`src/rtl/core/hbc_pkg.sv`:
```
`timescale 1ns / 1ps
// ----------------------------------------------------------------------------
// hbc_pkg
// Shared types and constants for the half / bfloat16 / bool converter pipeline.
// ----------------------------------------------------------------------------
package hbc_pkg;

	// conversion kinds
	typedef logic [1:0] kind_t;
	localparam kind_t KIND_H2B    = 2'd0;
	localparam kind_t KIND_B2H    = 2'd1;
	localparam kind_t KIND_B2BOOL = 2'd2;
	localparam kind_t KIND_BOOL2B = 2'd3;

	// format constants
	localparam logic [15:0] BF16_ONE      = 16'h3F80;
	localparam logic [15:0] BF16_QNAN     = 16'h7FC0;
	localparam logic [15:0] HALF_INF      = 16'h7C00;
	localparam logic [15:0] HALF_QUIET    = 16'h0200;
	localparam logic [7:0]  HALF_TO_BF_BIAS = 8'd112;
	localparam logic [7:0]  SUB_EXP_BASE    = 8'd113;
	localparam logic [7:0]  B2H_EXP_LOW     = 8'd112;
	localparam logic [7:0]  B2H_EXP_HIGH    = 8'd143;

	// stage 1 word: decoded fields and leading-zero count
	typedef struct packed {
		kind_t       kind;
		logic [15:0] value;
		logic        last;
		logic [3:0]  lz;
		logic        h_exp_max;
		logic        h_exp_zero;
		logic        h_man_zero;
	} s1_t;

	// stage 2 word: pre-round bf16 and the other kinds' results
	typedef struct packed {
		kind_t       kind;
		logic        last;
		logic [15:0] upper;
		logic        round_up;
		logic [15:0] alt;
	} s2_t;

endpackage

```
`src/rtl/core/hbc_decode.sv`:
```
`timescale 1ns / 1ps
// ----------------------------------------------------------------------------
// hbc_decode
// Stage 1: splits the half fields, classifies them and counts leading zeros.
// ----------------------------------------------------------------------------
module hbc_decode import hbc_pkg::*; (
	input  logic        clk,
	input  logic        arst_n,
	input  logic        in_valid,
	input  kind_t       kind,
	input  logic [15:0] value_in,
	input  logic        last_in,
	output logic        valid_s1,
	output s1_t         word_s1
);

	logic [9:0] man;
	logic [3:0] lz;
	s1_t        nxt;

	assign man = value_in[9:0];

	// leading zeros of the half mantissa up to the implicit bit position
	always_comb begin
		lz = 4'd0;
		for (int i = 0; i < 10; i++) begin
			if (man[i]) begin
				lz = 4'(10 - i);
			end
		end
	end

	always_comb begin
		nxt.kind       = kind;
		nxt.value      = value_in;
		nxt.last       = last_in;
		nxt.lz         = lz;
		nxt.h_exp_max  = &value_in[14:10];
		nxt.h_exp_zero = ~|value_in[14:10];
		nxt.h_man_zero = ~|man;
	end

	// valid bit
	always_ff @(posedge clk or negedge arst_n) begin
		if (!arst_n) begin
			valid_s1 <= 1'b0;
		end else begin
			valid_s1 <= in_valid;
		end
	end

	// payload
	always_ff @(posedge clk) begin
		word_s1 <= nxt;
	end

endmodule

```
`src/rtl/core/hbc_normalize.sv`:
```
`timescale 1ns / 1ps
// ----------------------------------------------------------------------------
// hbc_normalize
// Stage 2: widens the half to bf16 fields before rounding, and forms the
// bf16-to-half and bool results.
// ----------------------------------------------------------------------------
module hbc_normalize import hbc_pkg::*; (
	input  logic clk,
	input  logic arst_n,
	input  logic valid_s1,
	input  s1_t  word_s1,
	output logic valid_s2,
	output s2_t  word_s2
);

	logic        sgn;
	logic [9:0]  hman;
	logic [9:0]  shifted;
	logic [7:0]  wexp;
	logic [9:0]  wman;
	logic [7:0]  bexp;
	logic [6:0]  bman;
	logic [4:0]  hexp_wide;
	logic [15:0] b2h;
	s2_t         nxt;

	assign sgn  = word_s1.value[15];
	assign hman = word_s1.value[9:0];
	// the implicit bit shifts out of the top
	assign shifted = hman << word_s1.lz;

	// half to single-precision exponent and mantissa
	always_comb begin
		if (word_s1.h_exp_max) begin
			wexp = 8'hFF;
			wman = 10'd0;
		end else if (word_s1.h_exp_zero) begin
			if (word_s1.h_man_zero) begin
				wexp = 8'd0;
				wman = 10'd0;
			end else begin
				wexp = SUB_EXP_BASE - {4'd0, word_s1.lz};
				wman = shifted;
			end
		end else begin
			wexp = {3'd0, word_s1.value[14:10]} + HALF_TO_BF_BIAS;
			wman = hman;
		end
	end

	// bf16 to half with truncation, flush, saturation and nan quieting
	assign bexp      = word_s1.value[14:7];
	assign bman      = word_s1.value[6:0];
	assign hexp_wide = 5'(bexp - B2H_EXP_LOW);
	always_comb begin
		if (bexp == 8'hFF) begin
			b2h = {sgn, 15'd0} | HALF_INF | ((bman != 7'd0) ? HALF_QUIET : 16'd0);
		end else if (bexp <= B2H_EXP_LOW) begin
			b2h = {sgn, 15'd0};
		end else if (bexp >= B2H_EXP_HIGH) begin
			b2h = {sgn, 15'd0} | HALF_INF;
		end else begin
			b2h = {sgn, hexp_wide, bman, 3'd0};
		end
	end

	always_comb begin
		nxt.kind = word_s1.kind;
		nxt.last = word_s1.last;
		// nan input becomes a quiet bf16 nan, never rounded
		if (word_s1.h_exp_max && !word_s1.h_man_zero) begin
			nxt.upper    = {sgn, 15'd0} | BF16_QNAN;
			nxt.round_up = 1'b0;
		end else begin
			nxt.upper    = {sgn, wexp, wman[9:3]};
			// nearest even on the dropped bits wman[2:0]
			nxt.round_up = wman[2] & (wman[1] | wman[0] | wman[3]);
		end
		case (word_s1.kind)
			KIND_B2H:    nxt.alt = b2h;
			KIND_B2BOOL: nxt.alt = {15'd0, |word_s1.value};
			KIND_BOOL2B: nxt.alt = word_s1.value[0] ? BF16_ONE : 16'd0;
			default:     nxt.alt = 16'd0;
		endcase
	end

	// valid bit
	always_ff @(posedge clk or negedge arst_n) begin
		if (!arst_n) begin
			valid_s2 <= 1'b0;
		end else begin
			valid_s2 <= valid_s1;
		end
	end

	// payload
	always_ff @(posedge clk) begin
		word_s2 <= nxt;
	end

endmodule

```
`src/rtl/core/hbc_round.sv`:
```
`timescale 1ns / 1ps
// ----------------------------------------------------------------------------
// hbc_round
// Stage 3: applies the rounding increment and selects the result word.
// ----------------------------------------------------------------------------
module hbc_round import hbc_pkg::*; (
	input  logic        clk,
	input  logic        arst_n,
	input  logic        valid_s2,
	input  s2_t         word_s2,
	output logic        valid_s3,
	output logic [15:0] value_s3,
	output logic        last_s3
);

	logic [15:0] rounded;
	logic [15:0] result;

	// increment carries into the exponent as needed
	assign rounded = word_s2.upper + {15'd0, word_s2.round_up};
	assign result  = (word_s2.kind == KIND_H2B) ? rounded : word_s2.alt;

	// valid bit
	always_ff @(posedge clk or negedge arst_n) begin
		if (!arst_n) begin
			valid_s3 <= 1'b0;
		end else begin
			valid_s3 <= valid_s2;
		end
	end

	// payload
	always_ff @(posedge clk) begin
		value_s3 <= result;
		last_s3  <= word_s2.last;
	end

endmodule

```
`src/rtl/core/half_bfloat16_converter_unit.sv`:
```
`timescale 1ns / 1ps
// ----------------------------------------------------------------------------
// half_bfloat16_converter_unit
// Elementwise converter between half, bfloat16 and bool, three stages deep.
//
// channel  | ports                          | handshake
// ---------+--------------------------------+------------------------------
// input    | kind, value_in, last_in        | start high, busy low
// result   | value_out, last_out            | done high for one cycle
//
// One word enters per cycle; its result leaves with done once it has passed
// the three pipeline registers: decode and leading-zero count, normalize,
// round and select.
// busy is held low: the receiver cannot stall, so the pipeline always moves.
// Reset clears the valid bits only; no word is in flight after reset.
// ----------------------------------------------------------------------------
module half_bfloat16_converter_unit import hbc_pkg::*; (
	input  logic        clk,
	input  logic        arst_n,
	input  logic        start,
	output logic        busy,
	input  kind_t       kind,
	input  logic [15:0] value_in,
	input  logic        last_in,
	output logic        done,
	output logic [15:0] value_out,
	output logic        last_out
);

	logic valid_s1;
	logic valid_s2;
	s1_t  word_s1;
	s2_t  word_s2;

	// never stalls
	assign busy = 1'b0;

	hbc_decode u_decode (
		.clk      (clk),
		.arst_n   (arst_n),
		.in_valid (start),
		.kind     (kind),
		.value_in (value_in),
		.last_in  (last_in),
		.valid_s1 (valid_s1),
		.word_s1  (word_s1)
	);

	hbc_normalize u_normalize (
		.clk      (clk),
		.arst_n   (arst_n),
		.valid_s1 (valid_s1),
		.word_s1  (word_s1),
		.valid_s2 (valid_s2),
		.word_s2  (word_s2)
	);

	hbc_round u_round (
		.clk      (clk),
		.arst_n   (arst_n),
		.valid_s2 (valid_s2),
		.word_s2  (word_s2),
		.valid_s3 (done),
		.value_s3 (value_out),
		.last_s3  (last_out)
	);

`ifndef SYNTHESIS
	// a result only follows an accepted word
	a_done_follows_start: assert property (@(posedge clk) disable iff (!arst_n)
		done |-> $past(start, 3))
		else $error("result without accepted word");

	// last marker travels with its word
	a_last_aligned: assert property (@(posedge clk) disable iff (!arst_n)
		done |-> (last_out == $past(last_in, 3)))
		else $error("last_out misaligned");

	// bool results use bit 0 only
	a_bool_out: assert property (@(posedge clk) disable iff (!arst_n)
		(done && $past(kind, 3) == KIND_B2BOOL) |-> (value_out[15:1] == 15'd0))
		else $error("bool result has upper bits set");

	// bool to bf16 gives zero or one
	a_bool_in: assert property (@(posedge clk) disable iff (!arst_n)
		(done && $past(kind, 3) == KIND_BOOL2B) |->
		(value_out == 16'd0 || value_out == BF16_ONE))
		else $error("bool to bf16 out of set");
`endif

endmodule
```
`config.mk`:
```
export PLATFORM = sky130hd
export DESIGN_NAME = half_bfloat16_converter_unit
export DESIGN_NICKNAME = d
export VERILOG_FILES = /design/src/rtl/core/hbc_pkg.sv /design/src/rtl/core/hbc_decode.sv /design/src/rtl/core/hbc_normalize.sv /design/src/rtl/core/hbc_round.sv /design/src/rtl/core/half_bfloat16_converter_unit.sv
export SDC_FILE = /design/constraint.sdc
export NUM_CORES = 1
export LEC_CHECK = 0
export ABC_AREA = 1
export BUFFER_PORTS_ARGS = -buffer_cell sky130_fd_sc_hd__buf_2
export CELL_PAD_IN_SITES_DETAIL_PLACEMENT = 0
export CELL_PAD_IN_SITES_GLOBAL_PLACEMENT = 2
export CORE_UTILIZATION = 35
export DETAILED_ROUTE_END_ITERATION = 12
export PLACE_DENSITY = 0.9
export SETUP_SLACK_MARGIN = 0.1
export SYNTH_ARGS = -nofsm -noshare
export SYNTH_HDL_FRONTEND = slang
export SYNTH_SLANG_ARGS = --single-unit
```
`constraint.sdc`:
```
create_clock -name clk -period 2.6 [get_ports clk]
set_input_delay 0.65 -clock clk [delete_from_list [all_inputs] [get_ports clk]]
set_output_delay 0.65 -clock clk [all_outputs]
set_load 0.03 [all_outputs]
```
==> flow_metrics.tcl <==
set metrics [dict create \
    sw_frac_of_total_pct 26.2 \
    synth_common_cells "nand2_1 (96), dfxtp_1 (76), nand3_1 (50)" \
    diodes 0 \
    vias 2558 \
    clock_path_buffers 2 \
    synth_xor_area_share_pct 1.42 \
    fmax_mhz 652 \
    grt_pass1_vias 2357 \
    globalRouteOverflowTotal 0 \
    cts_setup_buffers 0 \
    yosysTopAreaCellShare_pct 49.2 \
    synth.mux.area_fraction_pct 0 \
    status "finished, final reports clean" \
    cpPeakStageDelay_ps 560 \
    post-route-util_pct 42.9 \
    synth-simple-area-share_pct 29.7 \
    routabilityCongestion 0.860 \
    first_pass_iters 4 \
    post_drt_wl_per_cell_microns 12.6 \
    syn_area_sq_mm 0.00309 \
    wl_mm 6.88 \
    die_x_microns 96.0 \
    drive_above_1_share_pct 18.0 \
    nFillCells 880 \
    setup_viol 0 \
    ys.flop_type "dfxtp_1" \
    path_max_fanout 15 \
    hold_path_class "primary input to asynchronous set/reset pin" \
    cp.required_ps 2840 \
    cp_cell_sequence "inv_2, ha_1, a221o_1" \
    drt-initial-drc-count 123 \
    crit_path_end_kind "flop" \
    synth_fp_nets 417 \
    p_leak_uw 0.00167 \
    placedCellCount 529 \
    syn_avg_cell_area_sq_um 7.89 \
    dp_hpwl_mm 5.27 \
    die_area_sq_mm 0.00921 \
    start_util_pct 36.9 \
    pin_count 41 \
    synth_edf_count 0 \
    synthAdderAreaFrac_pct 1.21 \
    ant_nets 0 \
    syn-instance-count 392 \
    core_sq_mm 0.00838 \
    drc 0 \
    cts-htree-levels 3 \
    synth_compound_area_share_pct 8.86 \
    cts.reportedPaths.clkPinSlew_ps 80 \
    grt_pass1_wl_mm 11.3 \
    synth_most_common_cell "nand2_1" \
    ys_warn_count 0 \
    tns_ps 0 \
    cts_tree "done" \
    fp.dieH_microns 96.0 \
    cp-start-kind "flop" \
    seqPwrFrac_pct 51.8 \
    peakVddDrop_mv 0.510 \
    post-route-period-util_pct 59.0 \
    cp_data_arrival_time_ps 1770 \
    grtUsageTotal_pct 16.6 \
    ys_ff_latch 79 \
    clockRootBuffer "clkbuf_8" \
    pwr-share-clk_pct 37.8 \
    powerDensity_mw_per_mm2 718 \
    whs_ps 73.3 \
    skew_ps 11.7 \
    worstSetupPathType "flop to flop" \
    fin_cells 545 \
    finalMaxSlewViolations 0 \
    io_buffers 39 \
    r2r_slack_ps 1070 \
    clk_latency_ps 350 \
    combPwrFrac_pct 10.4 \
    maxCapViolCount 0 \
    viasPerCell 4.69 \
    antenna_found_initial 0 \
    clkSinkCount 79 \
    synth-seq-area-share_pct 51.6 \
    synth_top_family_by_area "simple AND/OR/NAND/NOR gates" \
    nNetsFinal 460 \
    rsz0062_at_grt "no" \
    hold_viol_final 0 \
    grt_start_max_net_pins 20 \
    cts-buffers-inserted 9 \
    p_sw_uw 675 \
    async_flop_share_pct 3.80 \
    critPathSlowestCell "dfxtp_1" \
    synth_area_leaders "dfxtp_1 (49%), nand2_1 (12%), nand3_1 (8.1%)" \
    hold_buffers 0 \
    synth_cell_types 32 \
    p_int_uw 1910 \
    std_cell_rows 33 \
    min_period_ps 1530 \
    synthToLayoutAreaGrowth_pct 16.2 \
    post_cts_resized 0 \
    synth_top_area_cell "dfxtp_1" \
]
-- metal layers --
layer | vias up | GRT usage, % | part of all wire, %
li1 | 1366 | - | -
met1 | 1113 | 22.0 | 50
met2 | 66 | 25.1 | 43
met3 | 13 | 4.03 | 4.3
met4 | 0 | 8.33 | 2.6
met5 | - | 0 | 0
-- path summary, 6_finish.rpt --
check	cells after the start	from	to
setup / recovery	3	u_decode.word_s1[4]	u_normalize.word_s2[26]
hold / removal	1	arst_n	u_round.valid_s3
setup reg to reg	3	u_decode.word_s1[4]	u_normalize.word_s2[26]
hold reg to reg	0	u_decode.word_s1[7]	u_normalize.word_s2[33]
max in group asynchronous	1	arst_n	u_normalize.valid_s2
min in group clk	0	u_decode.word_s1[7]	u_normalize.word_s2[33]
-- kinds of logic (layout without fill, tap and decap cells) --
group	after synthesis	in the layout
and+or+nand+nor	203	203
DFF	79	79
buffers and inverters	52	100
AOI/OAI and AO/OA	49	49
xor gates and xnor gates	5	5
adders and majority gates	3	3
other	1	1
-- power groups by stage --
stage	logic, uW	clock network [uW]	registers, uW
2_1_floorplan	158	0	1390
3_3_place_gp	270	0	1360
3_5_place_dp	271	0	1360
4_1_cts	271	996	1340
5_1_grt	306	1040	1350
6_report	269	975	1340
-- worst max-delay path, delay by kind of cell, from the launching register on --
family | cells | cell delay [ps]
AOI/OAI and AO/OA | 1 | 320
DFF | 1 | 560
adders and majority gates | 1 | 330
buffers and inverters | 1 | 210
-- through the flow --
step                total power [uW]  instance area [sq um]  worst slack (ps)
global route                    2700                   3590               964
global placement                1630                   3380              1130
finish                          2580                   3590              1070
detailed placement              1640                   3380              1090
floorplan                       1550                   3090              1250
CTS                             2600                   3590              1030
-- state kept, by name (all words and copies together) (netlist names) --
name / flops
u_normalize.word_s2: 33
u_round.valid_s3: 1
u_decode.word_s1: 26
u_round.value_s3: 16
u_normalize.valid_s2: 1
u_decode.valid_s1: 1
u_round.last_s3: 1
-- placed cells by master (no fill, tap or decap) --
cell type	count
dfxtp_1	76
ha_1	3
nand2_2	3
nor2_1	26
dfrtp_1	3
nor4_1	3
a21oi_2	3
o21ai_1	10
o21ai_2	1
conb_1	1
nor3_4	1
nand4_1	5
o211ai_1	1
clkbuf_1	1
buf_4	2
nor2_2	3
nand3_1	50
o21ai_0	13
a31oi_1	3
inv_1	35
clkbuf_8	12
nor3_1	11
a221o_1	1
nand3b_1	1
a21oi_1	16
xnor2_1	1
nor2_4	3
nand2_1	96
o21bai_1	1
inv_6	2
nor3_2	1
buf_2	39
bufinv_16	1
xor2_1	4
inv_2	8
-- final cells by class --
type / instances / area, sq um / share of cell area, %
Inverter: 43 / 161 / 4.49
Timing Repair Buffer: 41 / 210 / 5.85
Multi-Input combinational cell: 261 / 1280 / 35.6
Clock inverter: 3 / 47.5 / 1.32
Clock buffer: 13 / 169 / 4.70
Sequential cell: 79 / 1600 / 44.4
Tap cell: 105 / 131 / 3.66
Power figures use the tool's default switching activity.
